==> config.mk <==
export PLATFORM = sky130hd
export DESIGN_NAME = multiset_min_max_mean_tracker
export DESIGN_NICKNAME = d
export VERILOG_FILES = /design/src/hw/rtl/mmmt_pkg.sv /design/src/hw/rtl/multiset_min_max_mean_tracker.sv /design/src/hw/rtl/mmmt_serial_div.sv
export SDC_FILE = /design/constraint.sdc
export NUM_CORES = 2
export LEC_CHECK = 0
export BUFFER_PORTS_ARGS = -buffer_cell sky130_fd_sc_hd__buf_4
export CAP_MARGIN = 10
export CORE_ASPECT_RATIO = 0.8
export CORE_UTILIZATION = 45
export DETAILED_ROUTE_END_ITERATION = 16
export PLACE_DENSITY = 0.69
export SYNTH_ARGS = -nofsm -noshare
export SYNTH_HDL_FRONTEND = slang
export SYNTH_SLANG_ARGS = --single-unit
==> constraint.sdc <==
create_clock -name clk -period 9.65 [get_ports clk]
set_input_delay 1.4475 -clock clk [delete_from_list [all_inputs] [get_ports clk]]
set_output_delay 1.4475 -clock clk [all_outputs]
set_load 0.01 [all_outputs]
==> src/hw/rtl/mmmt_pkg.sv <==
// Shared types and constants for the multiset min/max/mean tracker.
`timescale 1ns / 1ps
`default_nettype none
package mmmt_pkg;

  localparam int VALUE_W           = 32;
  localparam int MEAN_W            = 48;
  localparam int DEF_STORE_DEPTH   = 64;
  localparam int DEF_FRACTION_BITS = 16;

  localparam logic CMD_INSERT = 1'b0;
  localparam logic CMD_REMOVE = 1'b1;

  typedef enum logic [1:0] {
    ST_DONE     = 2'd0,
    ST_NO_MATCH = 2'd1,
    ST_FULL     = 2'd2
  } status_t;

  typedef enum logic [2:0] {
    S_IDLE,
    S_SEARCH,
    S_MOVE,
    S_RESCAN,
    S_MEAN,
    S_DIV,
    S_RESULT
  } state_t;

endpackage
`default_nettype wire

==> src/hw/rtl/multiset_min_max_mean_tracker.sv <==
// Top level: bounded multiset with running count, sum, minimum, maximum and mean.
// Insert runs the mean step (a serial divide unless the set is empty) before out_tvalid;
//   remove adds a search of the store and, on a hit, a move and, if min or max went, a bound rescan.
// Throughput: one transaction at a time; in_tready returns with out_tvalid unless the
//   prior result is still stalled. The serial divider and store walks set how long each one takes.
// Reset: synchronous active-low rst_n clears count, sum, min, max and control only.
`timescale 1ns / 1ps
`default_nettype none
module multiset_min_max_mean_tracker #(
  parameter int STORE_DEPTH   = mmmt_pkg::DEF_STORE_DEPTH,
  parameter int FRACTION_BITS = mmmt_pkg::DEF_FRACTION_BITS
) (
  input  wire logic         clk,
  input  wire logic         rst_n,
  // input channel
  input  wire logic         in_tvalid,
  output logic              in_tready,
  input  wire logic [31:0]  in_tdata,   // [31:0] value
  input  wire logic [0:0]   in_tuser,   // [0] cmd
  // result channel
  output logic              out_tvalid,
  input  wire logic         out_tready,
  output logic [111:0]      out_tdata,  // [31:0] min_value, [63:32] max_value,
                                        // [111:64] mean_value
  output logic [2:0]        out_tuser   // [0] is_empty, [2:1] status
);

  localparam int VW    = mmmt_pkg::VALUE_W;
  localparam int MW    = mmmt_pkg::MEAN_W;
  localparam int IDX_W = $clog2(STORE_DEPTH);
  localparam int CNT_W = $clog2(STORE_DEPTH + 1);
  localparam int SUM_W = VW + IDX_W;           // holds STORE_DEPTH * full-scale value
  localparam int NUM_W = SUM_W + FRACTION_BITS; // |sum| scaled by 2^FRACTION_BITS

  // ---------------------------------------------------------------- state
  mmmt_pkg::state_t          state_r, state_nxt;
  mmmt_pkg::status_t         status_r, status_nxt;
  logic signed [VW-1:0]      value_r, value_nxt;
  logic [CNT_W-1:0]          count_r, count_nxt;
  logic signed [SUM_W-1:0]   sum_r, sum_nxt;
  logic signed [VW-1:0]      min_r, min_nxt;
  logic signed [VW-1:0]      max_r, max_nxt;
  logic signed [VW-1:0]      lo_r, lo_nxt;
  logic signed [VW-1:0]      hi_r, hi_nxt;
  logic                      want_min_r, want_min_nxt;
  logic                      want_max_r, want_max_nxt;
  logic [CNT_W-1:0]          ptr_r, ptr_nxt;      // next store address to read
  logic [IDX_W-1:0]          chk_r, chk_nxt;      // address of the word in rd_data_r
  logic                      chk_vld_r, chk_vld_nxt;
  logic [IDX_W-1:0]          hit_r, hit_nxt;
  logic [MW-1:0]             mean_r, mean_nxt;

  // output register
  logic                      out_vld_r, out_vld_nxt;
  logic                      out_empty_r, out_empty_nxt;
  logic [1:0]                out_status_r, out_status_nxt;
  logic [VW-1:0]             out_min_r, out_min_nxt;
  logic [VW-1:0]             out_max_r, out_max_nxt;
  logic [MW-1:0]             out_mean_r, out_mean_nxt;

  // ---------------------------------------------------------------- store
  logic signed [VW-1:0]      store_mem [STORE_DEPTH];
  logic signed [VW-1:0]      rd_data_r;
  logic                      mem_we;
  logic [IDX_W-1:0]          mem_waddr;
  logic signed [VW-1:0]      mem_wdata;
  logic [IDX_W-1:0]          mem_raddr;

  always_ff @(posedge clk) begin
    if (mem_we) begin
      store_mem[mem_waddr] <= mem_wdata;
    end
    rd_data_r <= store_mem[mem_raddr];
  end

  // ---------------------------------------------------------------- helpers
  logic                      in_fire;
  logic signed [VW-1:0]      in_val;
  logic [CNT_W-1:0]          last_idx;
  logic                      hit;
  logic                      last_chk;
  logic                      sum_neg;
  logic [SUM_W-1:0]          sum_mag;
  logic [NUM_W-1:0]          div_numer;
  logic                      div_start;
  logic                      div_done;
  logic [NUM_W-1:0]          div_quot;
  logic [MW-1:0]             quot_mw;
  logic signed [VW-1:0]      scan_lo;
  logic signed [VW-1:0]      scan_hi;
  logic                      out_free;

  assign in_tready = (state_r == mmmt_pkg::S_IDLE);
  assign in_fire   = in_tvalid && in_tready;
  assign in_val    = signed'(in_tdata);
  assign out_free  = !out_vld_r || out_tready;

  assign last_idx  = count_r - CNT_W'(1);
  assign hit       = chk_vld_r && (rd_data_r == value_r);
  assign last_chk  = chk_vld_r && (CNT_W'(chk_r) == last_idx);

  // mean = sign * floor(|sum| * 2^F / count): one division of the scaled magnitude
  assign sum_neg   = sum_r[SUM_W-1];
  assign sum_mag   = sum_neg ? (SUM_W'(0) - unsigned'(sum_r)) : unsigned'(sum_r);
  assign div_numer = NUM_W'(sum_mag) << FRACTION_BITS;
  assign quot_mw   = MW'(div_quot);

  // running bounds of a rescan, the first word seeds them
  always_comb begin
    if (chk_r == '0) begin
      scan_lo = rd_data_r;
      scan_hi = rd_data_r;
    end else begin
      scan_lo = (rd_data_r < lo_r) ? rd_data_r : lo_r;
      scan_hi = (rd_data_r > hi_r) ? rd_data_r : hi_r;
    end
  end

  mmmt_serial_div #(
    .NUM_W (NUM_W),
    .DEN_W (CNT_W)
  ) u_div (
    .clk   (clk),
    .rst_n (rst_n),
    .start (div_start),
    .numer (div_numer),
    .denom (count_r),
    .done  (div_done),
    .quot  (div_quot)
  );

  // ---------------------------------------------------------------- next state
  always_comb begin
    state_nxt = state_r;
    case (state_r)
      mmmt_pkg::S_IDLE: begin
        if (in_fire) begin
          if (in_tuser[0] == mmmt_pkg::CMD_INSERT || count_r == '0) begin
            state_nxt = mmmt_pkg::S_MEAN;
          end else begin
            state_nxt = mmmt_pkg::S_SEARCH;
          end
        end
      end
      mmmt_pkg::S_SEARCH: begin
        if (hit) begin
          state_nxt = mmmt_pkg::S_MOVE;
        end else if (last_chk) begin
          state_nxt = mmmt_pkg::S_MEAN;
        end
      end
      mmmt_pkg::S_MOVE: begin
        if (count_r != CNT_W'(1) && (value_r == min_r || value_r == max_r)) begin
          state_nxt = mmmt_pkg::S_RESCAN;
        end else begin
          state_nxt = mmmt_pkg::S_MEAN;
        end
      end
      mmmt_pkg::S_RESCAN: begin
        if (last_chk) begin
          state_nxt = mmmt_pkg::S_MEAN;
        end
      end
      mmmt_pkg::S_MEAN: begin
        if (count_r == '0) begin
          state_nxt = mmmt_pkg::S_RESULT;
        end else begin
          state_nxt = mmmt_pkg::S_DIV;
        end
      end
      mmmt_pkg::S_DIV: begin
        if (div_done) begin
          state_nxt = mmmt_pkg::S_RESULT;
        end
      end
      mmmt_pkg::S_RESULT: begin
        if (out_free) begin
          state_nxt = mmmt_pkg::S_IDLE;
        end
      end
      default: begin
        state_nxt = mmmt_pkg::S_IDLE;
      end
    endcase
  end

  // ---------------------------------------------------------------- datapath
  always_comb begin
    status_nxt     = status_r;
    value_nxt      = value_r;
    count_nxt      = count_r;
    sum_nxt        = sum_r;
    min_nxt        = min_r;
    max_nxt        = max_r;
    lo_nxt         = lo_r;
    hi_nxt         = hi_r;
    want_min_nxt   = want_min_r;
    want_max_nxt   = want_max_r;
    ptr_nxt        = ptr_r;
    chk_nxt        = chk_r;
    chk_vld_nxt    = 1'b0;
    hit_nxt        = hit_r;
    mean_nxt       = mean_r;
    mem_we         = 1'b0;
    mem_waddr      = hit_r;
    mem_wdata      = rd_data_r;
    mem_raddr      = ptr_r[IDX_W-1:0];
    div_start      = 1'b0;
    out_vld_nxt    = out_vld_r && !out_tready;
    out_empty_nxt  = out_empty_r;
    out_status_nxt = out_status_r;
    out_min_nxt    = out_min_r;
    out_max_nxt    = out_max_r;
    out_mean_nxt   = out_mean_r;

    case (state_r)
      mmmt_pkg::S_IDLE: begin
        if (in_fire) begin
          value_nxt  = in_val;
          status_nxt = mmmt_pkg::ST_DONE;
          ptr_nxt    = '0;
          if (in_tuser[0] == mmmt_pkg::CMD_INSERT) begin
            if (count_r == CNT_W'(STORE_DEPTH)) begin
              status_nxt = mmmt_pkg::ST_FULL;
            end else begin
              mem_we    = 1'b1;
              mem_waddr = count_r[IDX_W-1:0];
              mem_wdata = in_val;
              count_nxt = count_r + CNT_W'(1);
              sum_nxt   = sum_r + SUM_W'(in_val);
              if (count_r == '0) begin
                min_nxt = in_val;
                max_nxt = in_val;
              end else begin
                if (in_val > max_r) max_nxt = in_val;
                if (in_val < min_r) min_nxt = in_val;
              end
            end
          end else if (count_r == '0) begin
            status_nxt = mmmt_pkg::ST_NO_MATCH;
          end
        end
      end
      mmmt_pkg::S_SEARCH: begin
        if (hit) begin
          // fetch the last entry to fill the hole
          hit_nxt   = chk_r;
          mem_raddr = last_idx[IDX_W-1:0];
        end else if (last_chk) begin
          status_nxt = mmmt_pkg::ST_NO_MATCH;
        end else if (ptr_r < count_r) begin
          chk_vld_nxt = 1'b1;
          chk_nxt     = ptr_r[IDX_W-1:0];
          ptr_nxt     = ptr_r + CNT_W'(1);
        end
      end
      mmmt_pkg::S_MOVE: begin
        mem_we       = 1'b1;
        count_nxt    = last_idx;
        ptr_nxt      = '0;
        want_min_nxt = (value_r == min_r);
        want_max_nxt = (value_r == max_r);
        if (count_r == CNT_W'(1)) begin
          sum_nxt = '0;
          min_nxt = '0;
          max_nxt = '0;
        end else begin
          sum_nxt = sum_r - SUM_W'(value_r);
        end
      end
      mmmt_pkg::S_RESCAN: begin
        if (ptr_r < count_r) begin
          chk_vld_nxt = 1'b1;
          chk_nxt     = ptr_r[IDX_W-1:0];
          ptr_nxt     = ptr_r + CNT_W'(1);
        end
        if (chk_vld_r) begin
          lo_nxt = scan_lo;
          hi_nxt = scan_hi;
          if (last_chk) begin
            if (want_min_r) min_nxt = scan_lo;
            if (want_max_r) max_nxt = scan_hi;
          end
        end
      end
      mmmt_pkg::S_MEAN: begin
        if (count_r == '0) begin
          mean_nxt = '0;
        end else begin
          div_start = 1'b1;
        end
      end
      mmmt_pkg::S_DIV: begin
        if (div_done) begin
          mean_nxt = sum_neg ? (MW'(0) - quot_mw) : quot_mw;
        end
      end
      mmmt_pkg::S_RESULT: begin
        if (out_free) begin
          out_vld_nxt    = 1'b1;
          out_empty_nxt  = (count_r == '0);
          out_status_nxt = status_r;
          out_min_nxt    = (count_r == '0) ? '0 : min_r;
          out_max_nxt    = (count_r == '0) ? '0 : max_r;
          out_mean_nxt   = mean_r;
        end
      end
      default: begin
        status_nxt = status_r;
      end
    endcase
  end

  // ---------------------------------------------------------------- registers
  always_ff @(posedge clk) begin
    if (!rst_n) begin
      state_r   <= mmmt_pkg::S_IDLE;
      count_r   <= '0;
      sum_r     <= '0;
      min_r     <= '0;
      max_r     <= '0;
      chk_vld_r <= 1'b0;
      out_vld_r <= 1'b0;
    end else begin
      state_r   <= state_nxt;
      count_r   <= count_nxt;
      sum_r     <= sum_nxt;
      min_r     <= min_nxt;
      max_r     <= max_nxt;
      chk_vld_r <= chk_vld_nxt;
      out_vld_r <= out_vld_nxt;
    end
    status_r     <= status_nxt;
    value_r      <= value_nxt;
    lo_r         <= lo_nxt;
    hi_r         <= hi_nxt;
    want_min_r   <= want_min_nxt;
    want_max_r   <= want_max_nxt;
    ptr_r        <= ptr_nxt;
    chk_r        <= chk_nxt;
    hit_r        <= hit_nxt;
    mean_r       <= mean_nxt;
    out_empty_r  <= out_empty_nxt;
    out_status_r <= out_status_nxt;
    out_min_r    <= out_min_nxt;
    out_max_r    <= out_max_nxt;
    out_mean_r   <= out_mean_nxt;
  end

  assign out_tvalid = out_vld_r;
  assign out_tdata  = {out_mean_r, out_max_r, out_min_r};
  assign out_tuser  = {out_status_r, out_empty_r};

endmodule
`default_nettype wire

==> src/hw/rtl/mmmt_serial_div.sv <==
// Restoring divider, one quotient bit per cycle, used by the mean computation.
`timescale 1ns / 1ps
`default_nettype none
module mmmt_serial_div #(
  parameter int NUM_W = 54,
  parameter int DEN_W = 7
) (
  input  wire logic             clk,
  input  wire logic             rst_n,
  input  wire logic             start,
  input  wire logic [NUM_W-1:0] numer,
  input  wire logic [DEN_W-1:0] denom,
  output logic                  done,
  output logic [NUM_W-1:0]      quot
);

  localparam int CNT_W = $clog2(NUM_W + 1);

  logic             busy_r, busy_nxt;
  logic             done_r, done_nxt;
  logic [CNT_W-1:0] cnt_r, cnt_nxt;
  logic [DEN_W-1:0] rem_r, rem_nxt;
  logic [DEN_W-1:0] den_r, den_nxt;
  logic [NUM_W-1:0] quo_r, quo_nxt;

  logic [DEN_W:0]   rem_sh;
  logic [DEN_W:0]   diff;
  logic             ge;

  // remainder stays below the divisor, so DEN_W bits hold it between steps
  assign rem_sh = {rem_r, quo_r[NUM_W-1]};
  assign ge     = rem_sh >= {1'b0, den_r};
  assign diff   = rem_sh - {1'b0, den_r};

  always_comb begin
    busy_nxt = busy_r;
    done_nxt = 1'b0;
    cnt_nxt  = cnt_r;
    rem_nxt  = rem_r;
    den_nxt  = den_r;
    quo_nxt  = quo_r;
    if (start) begin
      busy_nxt = 1'b1;
      cnt_nxt  = CNT_W'(NUM_W);
      rem_nxt  = '0;
      den_nxt  = denom;
      quo_nxt  = numer;
    end else if (busy_r) begin
      rem_nxt = ge ? diff[DEN_W-1:0] : rem_sh[DEN_W-1:0];
      quo_nxt = {quo_r[NUM_W-2:0], ge};
      cnt_nxt = cnt_r - CNT_W'(1);
      if (cnt_r == CNT_W'(1)) begin
        busy_nxt = 1'b0;
        done_nxt = 1'b1;
      end
    end
  end

  always_ff @(posedge clk) begin
    if (!rst_n) begin
      busy_r <= 1'b0;
      done_r <= 1'b0;
      cnt_r  <= '0;
    end else begin
      busy_r <= busy_nxt;
      done_r <= done_nxt;
      cnt_r  <= cnt_nxt;
    end
    rem_r <= rem_nxt;
    den_r <= den_nxt;
    quo_r <= quo_nxt;
  end

  assign done = done_r;
  assign quot = quo_r;

endmodule
`default_nettype wire
== After elaboration in Yosys (flattened, before gate mapping) ==
Memories as Yosys holds them, arrays and structs flattened. A register that Yosys moved wholly into a read port is not among the register bits.
Index checks and enable logic that the tools add are counted.

* Add/subtract/negate cells: 9
* Magnitude comparators: 6
* Eq/ne operators: 30
* Mux-type cells: 95
* Bitwise logic cells: 3
* Reduce and logical (&&, ||, !) cells: 34

{| class="wikitable"
|+ Operator list
! cell !! count
|-
| 32-bit 2-to-1 mux || 25
|-
| 32-bit case mux with 3 select lines || 2
|-
| 38-bit 2-to-1 mux || 5
|-
| 48-bit 2-to-1 mux || 3
|-
| 54-bit 2-to-1 mux || 2
|-
| 32-bit == test || 3
|-
| 48-bit case mux with 2 select lines || 1
|-
| 38-bit case mux with 2 select lines || 1
|-
| 6-bit 2-to-1 mux || 11
|-
| 32-bit greater-than comparator || 2
|-
| 32-bit < comparator || 2
|-
| 7-bit 2-to-1 mux || 8
|-
| 1-bit by 48-bit subtractor with 48-bit output (first input constant) || 1
|-
| 38-bit by 32-bit adder with 38-bit output || 1
|-
| 1-bit by 38-bit subtractor with 38-bit output (first input constant) || 1
|-
| 38-bit by 32-bit subtractor with 38-bit output || 1
|-
| 7-bit case mux with 4 select lines || 1
|-
| 2-bit inequality test (second input constant) || 12
|-
| 3-bit 2-to-1 mux || 7
|-
| 3-bit case mux with 7 select lines || 1
|-
| 9-bit AND reduction || 2
|-
| 1-bit 2-to-1 mux || 17
|-
| 7-bit by 1-bit adder with 7-bit output (second input constant) || 2
|-
| 7-bit case mux with 2 select lines || 1
|-
| 34 further kinds || 65
|}

* Flip-flop bits (word level): 472
* RAM bits: 2048
* Logic and storage cells: 208
* Memories: 1

{| class="wikitable"
|+ Memories
! memory !! words !! width !! rd ports !! clocked after Yosys merged registers in !! wr ports !! line !! text
|-
| store_mem || 64 || 32 || 1 || 1 || 1 || multiset_min_max_mean_tracker.sv:62 || <nowiki>logic signed [VW-1:0] store_mem [STORE_DEPTH];</nowiki>
|}

== Longest topological paths before layout ==
* Depth after elaboration: 7
* Mapped depth: 16
* Gate-level depth less buffers: 15

== Cells and area by module ==
From an unflattened synthesis, not the netlist that was laid out.

* Cell total of the unflattened synthesis: 8696
* Area total of the unflattened synthesis: 110458.4 µm²

{| class="wikitable"
|+ By module, submodules not included
! module !! times used !! cells each !! area an instance (µm²)
|-
| multiset_min_max_mean_tracker || 1 || 8433 || 106793.7
|-
| mmmt_serial_div || 1 || 263 || 3664.8
|}

== Worst setup path before layout ==
OpenSTA, ideal clock, no wires.

* Path type: input port to flip-flop
* From: input port out_tready
* To: register out_empty_r, enable pin
* Arrival: 6.656 ns
* Path slack: 2.391 ns
* Stages on the path: 2
* Buffers on the path: 0
* Path through: nand2b_1 -> nor2b_1

* Cells in the longest elaborated chain, start to end: 2

{| class="wikitable"
|+ Ends and longest elaborated chain
! what !! line !! text
|-
| from (decl) || multiset_min_max_mean_tracker.sv:22 || <nowiki>input wire logic out_tready,</nowiki>
|-
| 1-bit logical OR || multiset_min_max_mean_tracker.sv:96 || <nowiki>assign out_free = !out_vld_r || out_tready;</nowiki>
|-
| 2-bit AND reduction (no source line) || - ||
|-
| to (signal assigned) || multiset_min_max_mean_tracker.sv:343 || <nowiki>out_empty_r <= out_empty_nxt;</nowiki>
|-
| to (decl) || multiset_min_max_mean_tracker.sv:55 || <nowiki>logic out_empty_r, out_empty_nxt;</nowiki>
|}

Every way passes these cells.
A chain may end at the register's enable or synchronous reset.

== Worst setup path in the final report ==
* From: register rd_data_r[31], read port of store_mem
* To: register rd_data_r[25], read port of store_mem

* Cells in the longest elaborated chain, start to end: 4

{| class="wikitable"
|+ Ends and longest elaborated chain
! what !! line !! text
|-
| from (decl) || multiset_min_max_mean_tracker.sv:63 || <nowiki>logic signed [VW-1:0] rd_data_r;</nowiki>
|-
| 32-bit == test || multiset_min_max_mean_tracker.sv:99 || <nowiki>assign hit = chk_vld_r && (rd_data_r == value_r);</nowiki>
|-
| 1-bit logical AND || multiset_min_max_mean_tracker.sv:99 ||
|-
| 6-bit 2-to-1 mux || multiset_min_max_mean_tracker.sv:245 || <nowiki>if (hit) begin</nowiki>
|-
| 6-bit 2-to-1 mux || multiset_min_max_mean_tracker.sv:216 || <nowiki>case (state_r)</nowiki>
|}

Every way passes these cells.

==> flow_summary.ini <==
[status]
outcome = finished, final reports clean

[timing]
hold_viol_final = 0
fin_crit_ps = 6970
worst_slew_pin_slew_ps = 1350
slew_viol_final = 0
fin_crit_sh_pct = 72.2
skew_ps = 127
rsz0062_at_grt = false
finalSetupViolations = 0
slew-limit-headroom_pct = 9.39
clock.fmax_mhz = 144
setup-tns-final_ps = 0

[yosys]
yosys_warnings = 0
post-synth-top-count-cell = edfxtp_1
ys_seq_area_share_pct = 69.6
synth_edf_count = 2375
synthCells = 7239
synth_top_area_share_pct = 66.3
syn_avg_cell_area_um2 = 14.8
async_reset_ff_share_pct = 0
yosysUniqueCellTypes = 84
synth_nets = 7500
synth_area_leaders = edfxtp_1 66%, mux2i_1 10%, dfxtp_1 3.3%
syn_area_um2 = 107000
synth_top_cell_by_area = edfxtp_1
synth-seq-cells = 2552
synth_common_cells = 2375 x edfxtp_1, 1073 x mux2i_1, 513 x o22ai_1
yosys_most_used_dff = edfxtp_1

[pwr]
power_density_nw_per_um2 = 299
power_mw = 36.3
leakage_nw = 43.1
peakVddDrop_mv = 0.342

[floorplan]
die_x_um = 548
initial_utilization_pct = 45.2
die_y_um = 439
dieArea_um2 = 241000
num_rows = 160
pin_count = 154
core_area_um2 = 238000

[place]
gp_congestion = 0.943
port_buffers = 153
hpwlAfterDp_mm = 202

[global_routing]
grt_max_degree = 125
globalRouteTotalUtil_pct = 28.0
grt_pass1_vias = 63700
grt_pass1_wl_mm = 478
antenna_found_initial = 16
overflow = 0

[cells_and_area]
drive_gt1_share_pct = 12.6
syn_to_final_growth_pct = 13.2
nets = 7752

[route]
routed-via-count = 68400
met2_length_mm = 147
drt_iter0_markers = 10100
dr.pass1.iters = 8
wl_per_cell_um = 31.9
wl_met1_mm = 135
routed_wirelength_mm = 347
ant_nets = 0
wl_met3_mm = 46.4
route.detailed.drc = 0
viasPerCell = 6.31
routed.top_layer = met5

[critical_path]
crit_buf_inv = 2
cp_slowest_cell = mux2i_4
cp.arrival_ps = 7440
slowest_delay_ps = 940
cp_cell_sequence = o221ai_1 -> a2111oi_0 -> nand4_1 -> nor3_4 -> buf_4 -> mux2i_4 -> buf_12 -> mux2i_1 -> o22ai_1 -> nor4_1 -> nand4_1
end_kind = flip-flop
worstPathRequired_ps = 10120
worstPathMaxFanout = 112
crit_type = reg -> reg
crit_family = simple AND/OR/NAND/NOR gates
crit_top_cell = nand4_1
worst_setup_path_start_kind = flip-flop

[clock_network]
cts_tree = yes
cts_hold_buf = 0
clk_latency_ps = 940
cts.clk_slew.worst_paths_ps = 60
ctsResizeCount = 0
postCtsSetupBuffers = 0
cts_inserted_buffers = 235
cts_root_buffer = clkbuf_16
numClockSinks = 2552
cts_buffer_depth = 4
htreeDepth = 4

[worst_hold_path]
holdCritPathClass = reg -> reg

[run]
cap_violations = 0
[report_power, final]
group | internal [mW] | total [mW] | switching (mW)
sequential | 14.4 | 15.4 | 1.01
combinational | 3.65 | 11.5 | 7.88
clock | 5.32 | 9.43 | 4.11
[final timing paths]
kind | slack, ps | cells past startpoint | end | start
max | 2680 | 11 | rd_data_r[25]$_DFF_P_ | rd_data_r[31]$_DFF_P_
min reg2reg | 420 | 0 | out_mean_r[2]$_DFFE_PP_ | mean_r[2]$_SDFFCE_PP0P_
min | 420 | 0 | out_mean_r[2]$_DFFE_PP_ | mean_r[2]$_SDFFCE_PP0P_
max reg2reg | 2680 | 11 | rd_data_r[25]$_DFF_P_ | rd_data_r[31]$_DFF_P_
[logic make-up (layout without fill, tap and decap cells)]
family          after synthesis  count (layout)  synth area share [%]
compound gates             1249            1249                  7.24
simple gates               1216            1216                  5.49
other cells                   0               9                     0
fa+ha+maj                   224             224                  2.63
xor+xnor                    265             265                  2.16
mux                        1143            1143                  10.7
flops                      2552            2552                  69.6
buf+inv                     590            1036                  2.11
[layout make-up]
class,count,area (µm²)
sequential,2552,74900
timing repair buffer,367,2870
inverter,238,893
tap,3159,3950
multi-input combinational,4097,31400
antenna,9,22.5
fill,19300,116000
clock buffer,296,6240
clock inverter,135,1430
[state kept, by name, indices dropped and copies added, names as in the netlist, 32 cells and up]
register and cells:
min_r 32, value_r 32, hi_r 32, out_mean_r 48, rd_data_r 32, u_div.quot 54, out_min_r 32, max_r 32
store_mem 2048, lo_r 32, out_max_r 32, mean_r 48, sum_r 38
[metrics by stage]
stage / utilization (%) / instance area [µm²] / worst slack, ps / std cells / hold WS [ps]
3_3_place_gp: 47.9 / 114000 / 2020 / 10400 / 401
4_1_cts: 51.2 / 122000 / 3160 / 10800 / 419
6_report: 51.2 / 122000 / 2680 / 10900 / 418
3_5_place_dp: 48.0 / 114000 / 3150 / 10400 / 405
2_1_floorplan: - / 107000 / 2390 / 7239 / 400
5_1_grt: 51.2 / 122000 / 2410 / 10800 / 421
[layer usage]
layer / global-route usage [%] / vias up
li1: - / 28700
met1: 39.1 / 34300
met2: 41.4 / 4694
met3: 7.40 / 751
met4: 11.7 / 18
met5: 0 / -
[cells in the final DEF (no fill, tap or decap), types with 65 or more instances in the layout]
cell       Yosys  final
o21ai_0      243    240
mux2i_1     1073   1071
a21oi_1      190    187
buf_4          1    355
nand3_1      127    127
xor2_1       181    181
nor2_1       320    254
edfxtp_1    2375   2375
nand2_1      318    283
inv_1        236    235
dfxtp_1      177    174
nand4_1       85     85
mux2_2        70     69
xnor2_1       84     84
nor2_4         0     65
nor4_1       155    112
o22ai_1      513    513
a21o_1        79     79
ha_1         221    221
clkbuf_16      0    237
Power figures use the tool's default switching activity.
